===== config.mk =====
export PLATFORM = sky130hd
export DESIGN_NAME = line_command_parser
export DESIGN_NICKNAME = d
export VERILOG_FILES = /design/src/hdl/lcp_pkg.sv /design/src/hdl/lcp_front.sv /design/src/hdl/lcp_queue.sv /design/src/hdl/lcp_back.sv /design/src/hdl/line_command_parser.sv
export SDC_FILE = /design/constraint.sdc
export NUM_CORES = 1
export LEC_CHECK = 0
export BUFFER_PORTS_ARGS = -buffer_cell sky130_fd_sc_hd__buf_4
export CAP_MARGIN = 10
export CORE_MARGIN = 4
export CORE_UTILIZATION = 60
export DETAILED_ROUTE_END_ITERATION = 16
export PLACE_DENSITY = 0.76
export SKIP_LAST_GASP = 1
export SYNTH_ARGS = -nofsm -noshare
export SYNTH_HDL_FRONTEND = slang
export SYNTH_SLANG_ARGS = --single-unit

===== constraint.sdc =====
create_clock -name clk -period 11.9 [get_ports clk]
set_clock_uncertainty 0.15 [all_clocks]
set_input_delay 0.595 -clock clk [delete_from_list [all_inputs] [get_ports clk]]
set_output_delay 0.595 -clock clk [all_outputs]
set_load 0.02 [all_outputs]

===== src/hdl/lcp_pkg.sv =====
// ----------------------------------------------------------------------------
// lcp_pkg
// Shared types, constants and character tables of the line command parser.
// ----------------------------------------------------------------------------
package lcp_pkg;

	// Line buffer geometry: the position wraps once it reaches LINE_LEN-1.
	localparam int LINE_LEN = 64;
	localparam int POS_W    = $clog2(LINE_LEN);

	// Command prefix lengths.
	localparam int SET_LEN    = 8;
	localparam int STATUS_LEN = 10;
	// The number starts at the character after the first nine.
	localparam int NUM_START  = 9;

	// Byte and value widths.
	localparam int BYTE_W = 8;
	localparam int FREQ_W = 32;
	localparam int PROD_W = FREQ_W + 4;

	// Magnitude ceiling of the parsed number and the positive maximum.
	localparam logic [FREQ_W-1:0] MAG_LIMIT = 32'h8000_0000;
	localparam logic [FREQ_W-1:0] POS_MAX   = 32'h7FFF_FFFF;

	// Line terminators and other special characters.
	localparam logic [BYTE_W-1:0] CH_LF    = 8'd10;
	localparam logic [BYTE_W-1:0] CH_CR    = 8'd13;
	localparam logic [BYTE_W-1:0] CH_TAB   = 8'd9;
	localparam logic [BYTE_W-1:0] CH_SPACE = 8'd32;
	localparam logic [BYTE_W-1:0] CH_PLUS  = 8'h2B;
	localparam logic [BYTE_W-1:0] CH_MINUS = 8'h2D;
	localparam logic [BYTE_W-1:0] CH_ZERO  = 8'h30;
	localparam logic [BYTE_W-1:0] CH_NINE  = 8'h39;

	// Result kinds.
	typedef enum logic [1:0] {
		KIND_ECHO    = 2'd0,
		KIND_SET     = 2'd1,
		KIND_STATUS  = 2'd2,
		KIND_UNKNOWN = 2'd3
	} kind_t;

	// Number parser phases; the unused code behaves as done.
	typedef enum logic [1:0] {
		PH_SKIP  = 2'd0,
		PH_DIGIT = 2'd1,
		PH_DONE  = 2'd2,
		PH_SPARE = 2'd3
	} phase_t;

	// Item handed from the front part to the back part through the queue.
	typedef struct packed {
		logic                term;
		logic [BYTE_W-1:0]   rx;
		kind_t               kind;
		logic [FREQ_W-1:0]   freq;
	} entry_t;

	// Queue geometry.
	localparam int Q_DEPTH = 4;
	localparam int Q_AW    = $clog2(Q_DEPTH);
	localparam int Q_CW    = $clog2(Q_DEPTH + 1);

	// Character of the set-frequency command word at a position.
	function automatic logic [BYTE_W-1:0] set_char(input logic [2:0] idx);
		logic [BYTE_W-1:0] ch;
		case (idx)
			3'd0:    ch = 8'h53; // S
			3'd1:    ch = 8'h45; // E
			3'd2:    ch = 8'h54; // T
			3'd3:    ch = 8'h5F; // _
			3'd4:    ch = 8'h46; // F
			3'd5:    ch = 8'h52; // R
			3'd6:    ch = 8'h45; // E
			default: ch = 8'h51; // Q
		endcase
		return ch;
	endfunction

	// Character of the status command word at a position.
	function automatic logic [BYTE_W-1:0] status_char(input logic [3:0] idx);
		logic [BYTE_W-1:0] ch;
		case (idx)
			4'd0:    ch = 8'h47; // G
			4'd1:    ch = 8'h45; // E
			4'd2:    ch = 8'h54; // T
			4'd3:    ch = 8'h5F; // _
			4'd4:    ch = 8'h53; // S
			4'd5:    ch = 8'h54; // T
			4'd6:    ch = 8'h41; // A
			4'd7:    ch = 8'h54; // T
			4'd8:    ch = 8'h55; // U
			4'd9:    ch = 8'h53; // S
			default: ch = 8'h00;
		endcase
		return ch;
	endfunction

endpackage


===== src/hdl/lcp_front.sv =====
// ----------------------------------------------------------------------------
// lcp_front
// Accepts received bytes, tracks the line, matches the command prefixes,
// parses the number and builds one queue item per byte.
// ----------------------------------------------------------------------------
module lcp_front (
	input  logic                         clk,
	input  logic                         arst_n,
	input  logic                         in_valid,
	input  logic                         q_full,
	input  logic [lcp_pkg::BYTE_W-1:0]   rx_byte,
	output logic                         push,
	output lcp_pkg::entry_t              entry
);

	logic [lcp_pkg::POS_W-1:0]  pos_q;
	logic                       set_ok_q;
	logic                       status_ok_q;
	lcp_pkg::phase_t            phase_q;
	logic                       neg_q;
	logic [lcp_pkg::FREQ_W-1:0] val_q;
	logic [lcp_pkg::FREQ_W-1:0] stored_q;

	logic [lcp_pkg::POS_W-1:0]  pos_e;
	logic                       set_ok_e;
	logic                       status_ok_e;
	lcp_pkg::phase_t            phase_e;
	logic                       neg_e;
	logic [lcp_pkg::FREQ_W-1:0] val_e;

	logic [lcp_pkg::POS_W-1:0]  pos_d;
	logic                       set_ok_d;
	logic                       status_ok_d;
	lcp_pkg::phase_t            phase_d;
	logic                       neg_d;
	logic [lcp_pkg::FREQ_W-1:0] val_d;
	logic [lcp_pkg::FREQ_W-1:0] stored_d;

	logic                       is_term;
	logic                       is_digit;
	logic                       is_space;
	logic [3:0]                 digit;
	logic [lcp_pkg::PROD_W-1:0] prod;
	logic [lcp_pkg::FREQ_W-1:0] prod_sat;
	logic [lcp_pkg::FREQ_W-1:0] num_result;

	assign push = in_valid && !q_full;

	// Byte classes.
	assign is_term  = (rx_byte == lcp_pkg::CH_LF) || (rx_byte == lcp_pkg::CH_CR);
	assign is_digit = rx_byte inside {[lcp_pkg::CH_ZERO:lcp_pkg::CH_NINE]};
	assign is_space = rx_byte inside {lcp_pkg::CH_SPACE, [lcp_pkg::CH_TAB:lcp_pkg::CH_CR]};
	assign digit    = 4'(rx_byte - lcp_pkg::CH_ZERO);

	// Line state as seen by this byte: a full line starts over empty.
	always_comb begin
		if (pos_q >= lcp_pkg::POS_W'(lcp_pkg::LINE_LEN - 1)) begin
			pos_e       = '0;
			set_ok_e    = 1'b1;
			status_ok_e = 1'b1;
			phase_e     = lcp_pkg::PH_SKIP;
			neg_e       = 1'b0;
			val_e       = '0;
		end else begin
			pos_e       = pos_q;
			set_ok_e    = set_ok_q;
			status_ok_e = status_ok_q;
			phase_e     = phase_q;
			neg_e       = neg_q;
			val_e       = val_q;
		end
	end

	// Next magnitude: value times ten plus the digit, saturated at 2^31.
	always_comb begin
		prod = ({4'b0, val_e} << 3) + ({4'b0, val_e} << 1) + lcp_pkg::PROD_W'(digit);
		if (prod > lcp_pkg::PROD_W'(lcp_pkg::MAG_LIMIT)) begin
			prod_sat = lcp_pkg::MAG_LIMIT;
		end else begin
			prod_sat = prod[lcp_pkg::FREQ_W-1:0];
		end
	end

	// Signed value of the number read so far.
	always_comb begin
		if (neg_e) begin
			num_result = '0 - val_e;
		end else if (val_e > lcp_pkg::POS_MAX) begin
			num_result = lcp_pkg::POS_MAX;
		end else begin
			num_result = val_e;
		end
	end

	// Line update and queue item.
	always_comb begin
		pos_d       = pos_e;
		set_ok_d    = set_ok_e;
		status_ok_d = status_ok_e;
		phase_d     = phase_e;
		neg_d       = neg_e;
		val_d       = val_e;
		stored_d    = stored_q;
		entry.term  = is_term;
		entry.rx    = rx_byte;
		entry.kind  = lcp_pkg::KIND_ECHO;
		entry.freq  = '0;
		if (is_term) begin
			// End of line: pick the response, then start a new line.
			if (set_ok_e && (pos_e >= lcp_pkg::POS_W'(lcp_pkg::SET_LEN))) begin
				stored_d   = num_result;
				entry.kind = lcp_pkg::KIND_SET;
				entry.freq = num_result;
			end else if (status_ok_e && (pos_e >= lcp_pkg::POS_W'(lcp_pkg::STATUS_LEN))) begin
				entry.kind = lcp_pkg::KIND_STATUS;
				entry.freq = stored_q;
			end else begin
				entry.kind = lcp_pkg::KIND_UNKNOWN;
			end
			pos_d       = '0;
			set_ok_d    = 1'b1;
			status_ok_d = 1'b1;
			phase_d     = lcp_pkg::PH_SKIP;
			neg_d       = 1'b0;
			val_d       = '0;
		end else begin
			if ((pos_e < lcp_pkg::POS_W'(lcp_pkg::SET_LEN)) &&
			    (rx_byte != lcp_pkg::set_char(pos_e[2:0]))) begin
				set_ok_d = 1'b0;
			end
			if ((pos_e < lcp_pkg::POS_W'(lcp_pkg::STATUS_LEN)) &&
			    (rx_byte != lcp_pkg::status_char(pos_e[3:0]))) begin
				status_ok_d = 1'b0;
			end
			if (pos_e >= lcp_pkg::POS_W'(lcp_pkg::NUM_START)) begin
				case (phase_e)
					lcp_pkg::PH_SKIP: begin
						if (!is_space) begin
							if (rx_byte == lcp_pkg::CH_PLUS) begin
								phase_d = lcp_pkg::PH_DIGIT;
							end else if (rx_byte == lcp_pkg::CH_MINUS) begin
								neg_d   = 1'b1;
								phase_d = lcp_pkg::PH_DIGIT;
							end else if (is_digit) begin
								val_d   = lcp_pkg::FREQ_W'(digit);
								phase_d = lcp_pkg::PH_DIGIT;
							end else begin
								phase_d = lcp_pkg::PH_DONE;
							end
						end
					end
					lcp_pkg::PH_DIGIT: begin
						if (is_digit) begin
							val_d = prod_sat;
						end else begin
							phase_d = lcp_pkg::PH_DONE;
						end
					end
					default: begin
						phase_d = phase_e;
					end
				endcase
			end
			pos_d = pos_e + 1'b1;
		end
	end

	// Line state registers, updated on each accepted item.
	always_ff @(posedge clk or negedge arst_n) begin
		if (!arst_n) begin
			pos_q       <= '0;
			set_ok_q    <= 1'b1;
			status_ok_q <= 1'b1;
			phase_q     <= lcp_pkg::PH_SKIP;
			neg_q       <= 1'b0;
			val_q       <= '0;
			stored_q    <= '0;
		end else if (push) begin
			pos_q       <= pos_d;
			set_ok_q    <= set_ok_d;
			status_ok_q <= status_ok_d;
			phase_q     <= phase_d;
			neg_q       <= neg_d;
			val_q       <= val_d;
			stored_q    <= stored_d;
		end
	end

endmodule


===== src/hdl/lcp_queue.sv =====
// ----------------------------------------------------------------------------
// lcp_queue
// Short first-in first-out queue of items between the front and back parts.
// ----------------------------------------------------------------------------
module lcp_queue (
	input  logic            clk,
	input  logic            arst_n,
	input  logic            push,
	input  lcp_pkg::entry_t push_entry,
	input  logic            pop,
	output logic            full,
	output logic            empty,
	output lcp_pkg::entry_t head
);

	lcp_pkg::entry_t           slots_q [lcp_pkg::Q_DEPTH];
	logic [lcp_pkg::Q_AW-1:0]  wr_ptr_q;
	logic [lcp_pkg::Q_AW-1:0]  rd_ptr_q;
	logic [lcp_pkg::Q_CW-1:0]  count_q;

	assign full  = (count_q == lcp_pkg::Q_CW'(lcp_pkg::Q_DEPTH));
	assign empty = (count_q == '0);
	assign head  = slots_q[rd_ptr_q];

	// Storage is written at the tail.
	always_ff @(posedge clk) begin
		if (push) begin
			slots_q[wr_ptr_q] <= push_entry;
		end
	end

	// Pointers and fill count.
	always_ff @(posedge clk or negedge arst_n) begin
		if (!arst_n) begin
			wr_ptr_q <= '0;
			rd_ptr_q <= '0;
			count_q  <= '0;
		end else begin
			if (push) begin
				wr_ptr_q <= wr_ptr_q + 1'b1;
			end
			if (pop) begin
				rd_ptr_q <= rd_ptr_q + 1'b1;
			end
			if (push && !pop) begin
				count_q <= count_q + 1'b1;
			end else if (pop && !push) begin
				count_q <= count_q - 1'b1;
			end
		end
	end

endmodule


===== src/hdl/lcp_back.sv =====
// ----------------------------------------------------------------------------
// lcp_back
// Turns queue items into results: an echo for every byte and, after a line
// terminator, the response. Results sit in an output register.
// ----------------------------------------------------------------------------
module lcp_back (
	input  logic                        clk,
	input  logic                        arst_n,
	input  logic                        q_empty,
	input  lcp_pkg::entry_t             head,
	output logic                        pop,
	output logic                        out_valid,
	input  logic                        out_stall,
	output logic [1:0]                  kind,
	output logic [lcp_pkg::BYTE_W-1:0]  echo_byte,
	output logic signed [lcp_pkg::FREQ_W-1:0] frequency,
	output logic                        last
);

	logic                        valid_q;
	logic                        resp_due_q;
	lcp_pkg::kind_t              kind_q;
	logic [lcp_pkg::BYTE_W-1:0]  echo_q;
	logic [lcp_pkg::FREQ_W-1:0]  freq_q;
	logic                        last_q;
	logic                        load;

	// The output register takes a new result when empty or being drained.
	assign load = !q_empty && (!valid_q || !out_stall);
	// A terminator item leaves the queue only with its response.
	assign pop  = load && (!head.term || resp_due_q);

	assign out_valid = valid_q;
	assign kind      = kind_q;
	assign echo_byte = echo_q;
	assign frequency = freq_q;
	assign last      = last_q;

	// Result payload.
	always_ff @(posedge clk) begin
		if (load) begin
			if (head.term && resp_due_q) begin
				kind_q <= head.kind;
				echo_q <= '0;
				freq_q <= head.freq;
				last_q <= 1'b1;
			end else begin
				kind_q <= lcp_pkg::KIND_ECHO;
				echo_q <= head.rx;
				freq_q <= '0;
				last_q <= !head.term;
			end
		end
	end

	// Output valid and the pending-response flag.
	always_ff @(posedge clk or negedge arst_n) begin
		if (!arst_n) begin
			valid_q    <= 1'b0;
			resp_due_q <= 1'b0;
		end else begin
			if (load) begin
				valid_q    <= 1'b1;
				resp_due_q <= head.term && !resp_due_q;
			end else if (!out_stall) begin
				valid_q <= 1'b0;
			end
		end
	end

endmodule


===== src/hdl/line_command_parser.sv =====
// ----------------------------------------------------------------------------
// line_command_parser
// Line-oriented command parser: echoes every byte, recognizes the
// set-frequency and status command lines and reports the stored frequency.
// ----------------------------------------------------------------------------
//
//   Channel  Direction  Handshake             Payload
//   in       input      in_valid / in_stall   rx_byte
//   out      output     out_valid / out_stall kind, echo_byte, frequency, last
//
// A byte is accepted whenever the four-item queue has room; the
// front part updates the line state in that same cycle.
// The back part gives one result per cycle unless stalled or the queue is
// empty; a plain byte gives one, a terminator two (echo, then response), so
// a line gives one per byte plus one, via the queue and output register.
// Reset clears the line state, the stored frequency, the queue and the output.
// A stall on the output fills the queue, after which in_stall rises.
// ----------------------------------------------------------------------------
module line_command_parser (
	input  logic                                clk,
	input  logic                                arst_n,
	input  logic                                in_valid,
	output logic                                in_stall,
	input  logic [lcp_pkg::BYTE_W-1:0]          rx_byte,
	output logic                                out_valid,
	input  logic                                out_stall,
	output logic [1:0]                          kind,
	output logic [lcp_pkg::BYTE_W-1:0]          echo_byte,
	output logic signed [lcp_pkg::FREQ_W-1:0]   frequency,
	output logic                                last
);

	logic            push;
	logic            pop;
	logic            q_full;
	logic            q_empty;
	lcp_pkg::entry_t push_entry;
	lcp_pkg::entry_t head;

	assign in_stall = q_full;

	// Front part: line tracking, prefix match and number parsing.
	lcp_front u_front (
		.clk     (clk),
		.arst_n  (arst_n),
		.in_valid(in_valid),
		.q_full  (q_full),
		.rx_byte (rx_byte),
		.push    (push),
		.entry   (push_entry)
	);

	// Queue between the two parts.
	lcp_queue u_queue (
		.clk       (clk),
		.arst_n    (arst_n),
		.push      (push),
		.push_entry(push_entry),
		.pop       (pop),
		.full      (q_full),
		.empty     (q_empty),
		.head      (head)
	);

	// Back part: result sequencing and output register.
	lcp_back u_back (
		.clk      (clk),
		.arst_n   (arst_n),
		.q_empty  (q_empty),
		.head     (head),
		.pop      (pop),
		.out_valid(out_valid),
		.out_stall(out_stall),
		.kind     (kind),
		.echo_byte(echo_byte),
		.frequency(frequency),
		.last     (last)
	);

endmodule


==> results.toml, run 1 <==
[outcome]
outcome = "finished, final reports clean"

[synth]
synth_seq_area_share_pct = 52.0
synth_top_cell_by_area = "sky130_fd_sc_hd__edfxtp_1"
count_of_mapped_cells_out_of_synthesis = 1432
ys_seq_elements = 299
synthTopCellsByArea = "sky130_fd_sc_hd__edfxtp_1 (39%), sky130_fd_sc_hd__dfrtp_1 (12%), sky130_fd_sc_hd__mux4_2 (5.9%)"
synth_area_um2 = 16500
mappedNetlistNets = 1521
edff_count_synth = 215
synth_cell_type_count = 93
yosys_most_used_dff = "sky130_fd_sc_hd__edfxtp_1"
yosys_warnings = 0
synth_top_area_share_pct = 39.2
synthMostInstantiatedCell = "sky130_fd_sc_hd__edfxtp_1"
netlist_top_cells_count = "sky130_fd_sc_hd__edfxtp_1 (215), sky130_fd_sc_hd__nand2_1 (153), sky130_fd_sc_hd__o21ai_0 (94), sky130_fd_sc_hd__dfrtp_1 (82), sky130_fd_sc_hd__ha_1 (75)"
avgSynthCellArea_um2 = 11.5
synthArstFlopShare_pct = 28.1

[cells_and_area]
antenna_cells = 0
flow.area_growth_from_synthesis_pct = 10.4
fillerInstances = 1910
multi_input_comb_area_um2 = 7490
fraction_of_final_layout_cells_sized_beyond_drive_strength_1_pct = 15.5
final_net_count = 1549
area.sequential_um2 = 8560

[setup_path]
worst_r2r_startpoint = "u_front.pos_q[3]"
rr_worst_depth = 20
crit_arrival_ps = 6510
crit_path_end_kind = "flip-flop"
cp_data_required_time_ps = 12180
worstSetupPathType = "flip-flop to flip-flop"
worstSetupEndpoint = "u_front.val_q[28]"
start_kind = "flip-flop"
path_cells = "nand3_2, or2_1, buf_4, nand2_1, inv_1, ha_1, ha_1, inv_1, fa_1, nor2b_1, o31a_1, o21ai_1, a2111oi_1, o21ai_0, a21oi_1, nand4_1, o41ai_2, buf_4, nand3_2, o31ai_1"
cp_slowest_cell = "sky130_fd_sc_hd__dfrtp_1"
cp-startpoint = "u_front.pos_q[3]"
reg2reg_slack_ps = 5670
r2r_end = "u_front.val_q[28]"
path_max_fanout = 51
critPathMaxStageDelay_ps = 670

[floorplanning]
dieWidth_um = 174
design.die.area_um2 = 30100
dieHeight_um = 174
floorplan.io_pins = 57
initial_standard_cell_utilization_of_the_core_pct = 61.1
core.rowCount = 60
core_area_um2 = 27000

[pwr]
leakagePower_nw = 7.01
vdd.ir_drop.worst_mv = 0.121
pwr_dens_nw_per_um2 = 217
report.power.total_w = 0.00395

[drt]
postRouteAntennaNets = 0
dr_total_vias = 12062
drt-wirelength-per-cell_um = 22.4
drt_first_pass_iters = 5
postRouteWirelength_mm = 40.9
initial_drc_count = 1110
drc = 0
route.detailed.vias_per_inst = 6.62

[sta]
timing.final.max_slew_violations = 0
maximum_frequency_from_static_timing_analysis_mhz = 161
grt_setup_unrepaired = "false"
totalNegativeSetupSlack_ps = 0
fin_crit_ps = 6230
report.final.hold_viol_count = 0
setup_viol = 0
min_period_over_period_pct = 52.3
max-slew-margin-rel_pct = 25.1
worstMarginPinSlew_ps = 1090

[global_routing]
grt.busiest_layer = "met2"
globalRouteOverflowTotal = 0
largest_net_degree_at_the_start_of_global_routing = 77
grt.met1_usage_pct = 39.0
gr-usage-met2_pct = 44.4
antenna_found_initial = 0
grt_first_pass_wirelength_mm = 66.4
grtUsageTotal_pct = 27.0
first_global_vias = 11777
gr-usage-met3_pct = 2.88

[worst_hold_path]
min-delay-path-class = "input port to flip-flop"
hold_depth = 3

[clocking]
buffer_depth_of_the_longest_clock_path = 3
cts-buffers-inserted = 29
clk_latency_ps = 550
tritoncts_sink_count = 299
clockRootBuffer = "sky130_fd_sc_hd__clkbuf_16"
clk_pin_slew_ps = 70
cts_tree = "done"
cts_max_level = 1

[placement]
globalplace.congestion = 0.946
post_dp_hpwl_mm = 28.4
io_buffers = 56

[job]
drv_cap = 0
## layout make-up
class	count	share of cell area, %
flip-flops and latches	299	47.1
multi-input cells	1021	41.2
clock buffers	34	4.38
repair buffers	77	3.20
well taps	341	2.35
clock inverters	19	1.06
inverters	32	0.661
## worst max-delay path: cells and delay by family (launching register included)
kind | cells | cell delay [ps]
AOI/OAI and AO/OA | 7 | 2160
adders and majority gates | 3 | 860
and+or+nand+nor | 6 | 1510
DFF | 1 | 670
buffers and inverters | 4 | 750
## how the worst min path moves through the flow
| stage | startpoint | end | slack (ps) |
|---|---|---|---|
| 4_1_cts | rx_byte[5] | u_queue.slots_q[2][39] | 120 |
| 5_1_grt | rx_byte[5] | u_queue.slots_q[0][39] | 120 |
| 3_3_place_gp | arst_n | u_front.pos_q[2] | 280 |
| 3_5_place_dp | arst_n | u_front.pos_q[3] | 280 |
| 2_1_floorplan | arst_n | u_back.out_valid | 150 |
| 6_report | out_stall | u_back.out_valid | 130 |
## cell usage in the layout (no fill, tap or decap), types with 21 or more instances in the layout
cell / synthesis / routed
sky130_fd_sc_hd__and3_1: 43 / 43
sky130_fd_sc_hd__dfrtp_1: 82 / 80
sky130_fd_sc_hd__nand2_1: 153 / 153
sky130_fd_sc_hd__clkbuf_16: 0 / 30
sky130_fd_sc_hd__nor2_1: 62 / 61
sky130_fd_sc_hd__buf_4: 1 / 76
sky130_fd_sc_hd__xnor2_1: 21 / 21
sky130_fd_sc_hd__o31ai_1: 25 / 25
sky130_fd_sc_hd__a21oi_1: 71 / 70
sky130_fd_sc_hd__nor3_1: 21 / 21
sky130_fd_sc_hd__mux4_2: 43 / 43
sky130_fd_sc_hd__inv_1: 30 / 30
sky130_fd_sc_hd__edfxtp_1: 215 / 215
sky130_fd_sc_hd__o21ai_0: 94 / 93
sky130_fd_sc_hd__ha_1: 75 / 75
sky130_fd_sc_hd__and2_1: 44 / 40
sky130_fd_sc_hd__o21ai_1: 32 / 33
## timing repair
item,4_1_cts,5_1_grt
buffers inserted,0,0
resized for setup,0,0
hold buffers,1,0
hold endpoints to repair,8,0
## cell families after synthesis
kind of cell,share of synthesized area (%)
buffers and inverters,2.65
adder cells (fa/ha/maj),5.94
AO/OA/AOI/OAI,16.1
multiplexers,7.71
AND/OR/NAND/NOR,13.6
flip-flops,52.0
XOR/XNOR,1.97
## layer usage
layer  vias up  wire, um
met5         -         0
met4         0      1080
met3        64      2570
met2       530     19600
met1      5902     17600
li1       5566         -
## report_power, final
| group | total, W | internal, W | leakage [nW] | switching (W) |
|---|---|---|---|---|
| logic | 0.00153 | 0.000595 | 3.41 | 0.000932 |
| registers | 0.00149 | 0.00137 | 3.11 | 0.000118 |
| clock network | 0.000935 | 0.000546 | 0.488 | 0.000389 |
## stage by stage
stage / util, % / hold slack [ps] / std cells / cell area, um2 / worst slack (ps)
finish: 67.4 / 133 / 1823 / 18200 / 5670
global placement: 63.7 / 276 / 1769 / 17200 / 6020
floorplan: - / 149 / 1432 / 16500 / 6340
global route: 67.4 / 122 / 1823 / 18200 / 5190
detailed placement: 63.7 / 277 / 1769 / 17200 / 5850
CTS: 67.4 / 120 / 1823 / 18200 / 5790
## registers in the layout, indices dropped and copies added (netlist names), 2 cells and up
| register | cells |
|---|---|
| u_front.pos_q | 6 |
| u_queue.rd_ptr_q | 2 |
| u_front.phase_q | 2 |
| u_back.echo_byte | 8 |
| u_back.frequency | 32 |
| u_front.stored_q | 32 |
| u_queue.slots_q | 172 |
| u_front.val_q | 32 |
| u_queue.wr_ptr_q | 2 |
| u_back.kind | 2 |
| u_queue.count_q | 3 |
No activity file was read; power rests on OpenSTA's default activity.
==> inputs of run 2 (changes only) <==
--- a/config.mk
+++ b/config.mk
@@ -5,6 +5,7 @@
 export SDC_FILE = /design/constraint.sdc
 export NUM_CORES = 1
 export LEC_CHECK = 0
+export ABC_AREA = 1
 export BUFFER_PORTS_ARGS = -buffer_cell sky130_fd_sc_hd__buf_4
 export CAP_MARGIN = 10
 export CORE_MARGIN = 4
==> constraint.sdc (replaced) <==
create_clock -name clk -period 6.3 [get_ports clk]
set_clock_uncertainty 0.15 [all_clocks]
set_input_delay 0.315 -clock clk [delete_from_list [all_inputs] [get_ports clk]]
set_output_delay 0.315 -clock clk [all_outputs]
set_load 0.02 [all_outputs]
==> run 2 against run 1 <==
Combinational power increased to 4.3 times the previous value. Sequential power up 100%. Critical path depth increased by 9. Design area rose by 8.2%. Clock power increased by 91%. Total power grew to 2.9 times the previous value. Die area grew 7.9%. Worst setup slack worse by 4600 ps. Flip-flop and latch count stayed put. Hold slack worse by 69 ps. Non-clock buffer count rose by 14. Final cell count is 48% higher.
==> results.toml, run 2 <==
[synth]
edff_count_synth = 215
yosys_most_used_dff = "sky130_fd_sc_hd__edfxtp_1"
avgSynthCellArea_um2 = 7.91
synth_top_area_share_pct = 36.2
yosys_warnings = 0
synthMostInstantiatedCell = "sky130_fd_sc_hd__nand2_1"
ys_seq_elements = 299
synth_seq_area_share_pct = 48.0
synth_cell_type_count = 51
synthTopCellsByArea = "sky130_fd_sc_hd__edfxtp_1 (36%), sky130_fd_sc_hd__nand2_1 (12%), sky130_fd_sc_hd__dfrtp_1 (12%)"
synthArstFlopShare_pct = 28.1
synth_area_um2 = 17800
count_of_mapped_cells_out_of_synthesis = 2254
netlist_top_cells_count = "sky130_fd_sc_hd__nand2_1 (553), sky130_fd_sc_hd__nor2_1 (316), sky130_fd_sc_hd__inv_1 (246), sky130_fd_sc_hd__edfxtp_1 (215), sky130_fd_sc_hd__o21ai_0 (185)"
synth_top_cell_by_area = "sky130_fd_sc_hd__edfxtp_1"
mappedNetlistNets = 2343

[pwr]
power_report.internal_total_w = 0.00578
power.net_switching_w = 0.00560
power_frac_clock_pct = 15.7
switching_share_pct = 49.2
pwr_dens_nw_per_um2 = 579
seq_power_share_pct = 26.3
pwr-share-comb_pct = 58.0
vdd.ir_drop.worst_mv = 0.357
leakagePower_nw = 8.81

[drt]
postRouteAntennaNets = 0
initial_drc_count = 1543
drt-wirelength-per-cell_um = 17.4
dr_total_vias = 15557
drc = 0
route.detailed.vias_per_inst = 5.77
postRouteWirelength_mm = 47.1
drt_first_pass_iters = 6

[clocking]
ctsHoldBuffers = 10
clk_latency_ps = 570
clockRootBuffer = "sky130_fd_sc_hd__clkbuf_16"
cts_max_level = 1
cts-buffers-inserted = 30
buffer_depth_of_the_longest_clock_path = 3
clk_pin_slew_ps = 70
tritoncts_sink_count = 299
cts_tree = "done"
post-cts-setup-buffers = 0
ctsResizeCount = 0

[sta]
fin_crit_ps = 5200
setup_viol = 0
report.final.hold_viol_count = 0
min_period_over_period_pct = 82.6
grt_setup_unrepaired = "false"
timing.final.max_slew_violations = 0
timing.hold.ws_ps = 63.9
maximum_frequency_from_static_timing_analysis_mhz = 192
totalNegativeSetupSlack_ps = 0
max-slew-margin-rel_pct = 33.7
worstMarginPinSlew_ps = 993

[cells_and_area]
regMostFlops = "u_queue.slots_q"
fillerInstances = 2373
final_net_count = 2379
flow.area_growth_from_synthesis_pct = 10.3
antenna_cells = 0
mostFrequentLayoutCells = "sky130_fd_sc_hd__nand2_1 (553), sky130_fd_sc_hd__nor2_1 (312), sky130_fd_sc_hd__inv_1 (244)"
fraction_of_final_layout_cells_sized_beyond_drive_strength_1_pct = 7.56
layout.cells.most_common = "sky130_fd_sc_hd__nand2_1"
final_cell_count_no_fill = 2698
final_area_um2 = 19700
flip_flop_count_of_the_largest_register_all_copies_and_words_added = 172

[placement]
globalplace.congestion = 0.909
io_buffers = 56
dpl_cell_area_um2 = 18500
post_dp_hpwl_mm = 32.6
place.detailed.instances = 2631

[global_routing]
largest_net_degree_at_the_start_of_global_routing = 89
first_global_vias = 14871
globalRouteOverflowTotal = 0
antenna_found_initial = 0
grtUsageTotal_pct = 28.2
grt_first_pass_wirelength_mm = 76.0

[floorplanning]
initial_standard_cell_utilization_of_the_core_pct = 61.4
floorplan.io_pins = 57
core_area_um2 = 29000
dieWidth_um = 180
dieHeight_um = 180
design.die.area_um2 = 32500
core.rowCount = 62

[outcome]
outcome = "finished, final reports clean"

[setup_path]
path_max_fanout = 43
rr_worst_depth = 29
cp_slowest_cell = "sky130_fd_sc_hd__nor2_2"
crit_arrival_ps = 5510
worstSetupPathType = "flip-flop to flip-flop"
r2r_end = "u_front.val_q[31]"
cp_data_required_time_ps = 6610
crit_top_cell = "sky130_fd_sc_hd__nand2_1"
worst_r2r_startpoint = "u_front.pos_q[0]"
reg2reg_slack_ps = 1100
crit_path_end_kind = "flip-flop"
critPathMaxStageDelay_ps = 520
start_kind = "flip-flop"

[job]
drv_cap = 0

[worst_hold_path]
min-delay-path-class = "input port to asynchronous set/reset pin"
-- run 2: stage by stage --
step	worst slack (ps)	util [%]	power, W
finish	1100	67.8	0.0114
global route	576	67.8	0.0123
CTS	1080	67.7	0.0113
detailed placement	1090	63.9	0.00948
global placement	1230	63.9	0.00938
floorplan	2410	-	0.00766
-- run 2: worst max path at each step --
| stage | start | end | slack, ps | depth (start not counted) |
|---|---|---|---|---|
| finish | u_front.pos_q[0] | u_front.val_q[31] | 1100 | 29 |
| global route | u_front.pos_q[0] | u_front.val_q[29] | 580 | 30 |
| CTS | u_front.pos_q[0] | u_front.val_q[31] | 1080 | 29 |
| detailed placement | u_front.pos_q[0] | u_front.val_q[31] | 1090 | 29 |
| global placement | u_front.pos_q[0] | u_front.val_q[31] | 1230 | 29 |
| floorplan | u_front.pos_q[0] | u_front.val_q[1] | 2410 | 29 |
-- run 2: worst max-delay path, delay by kind of cell, from the launching register on --
family                   cells  cell delay, ps
flip-flops                   1             410
adder cells (fa/ha/maj)      4            1250
buffers and inverters        3             670
AND/OR/NAND/NOR             22            2600
-- run 2: cells by family after synthesis --
| logic type | after synthesis | synth area share, % |
|---|---|---|
| muxes | 2 | 0.119 |
| adders and majority gates | 77 | 5.49 |
| xor gates and xnor gates | 19 | 0.934 |
| DFF | 299 | 48.0 |
| buffers and inverters | 345 | 7.62 |
| and+or+nand+nor | 1113 | 26.0 |
| AOI/OAI and AO/OA | 399 | 11.8 |
-- run 2: layout make-up --
class / instances / area (um2) / share of cell area (%)
Inverter: 258 / 968 / 4.93
Clock inverter: 22 / 235 / 1.20
Clock buffer: 34 / 766 / 3.89
Sequential cell: 299 / 8560 / 43.5
Tap cell: 384 / 480 / 2.44
Multi-Input combinational cell: 1610 / 7940 / 40.4
Timing Repair Buffer: 91 / 716 / 3.64
-- run 2: routing by layer --
| metal | global-route usage, % | wire length, um |
|---|---|---|
| met5 | 0 | 0 |
| met4 | 9.62 | 1610 |
| met3 | 3.77 | 3040 |
| met2 | 46.1 | 21800 |
| met1 | 39.3 | 20700 |
-- run 2: power groups by stage --
stage	Combinational (W)	Clock (W)	Sequential [W]
2_1_floorplan	0.00452	0	0.00315
3_3_place_gp	0.00638	0	0.00300
3_5_place_dp	0.00646	0	0.00302
4_1_cts	0.00650	0.00180	0.00299
5_1_grt	0.00739	0.00189	0.00305
6_report	0.00660	0.00179	0.00300
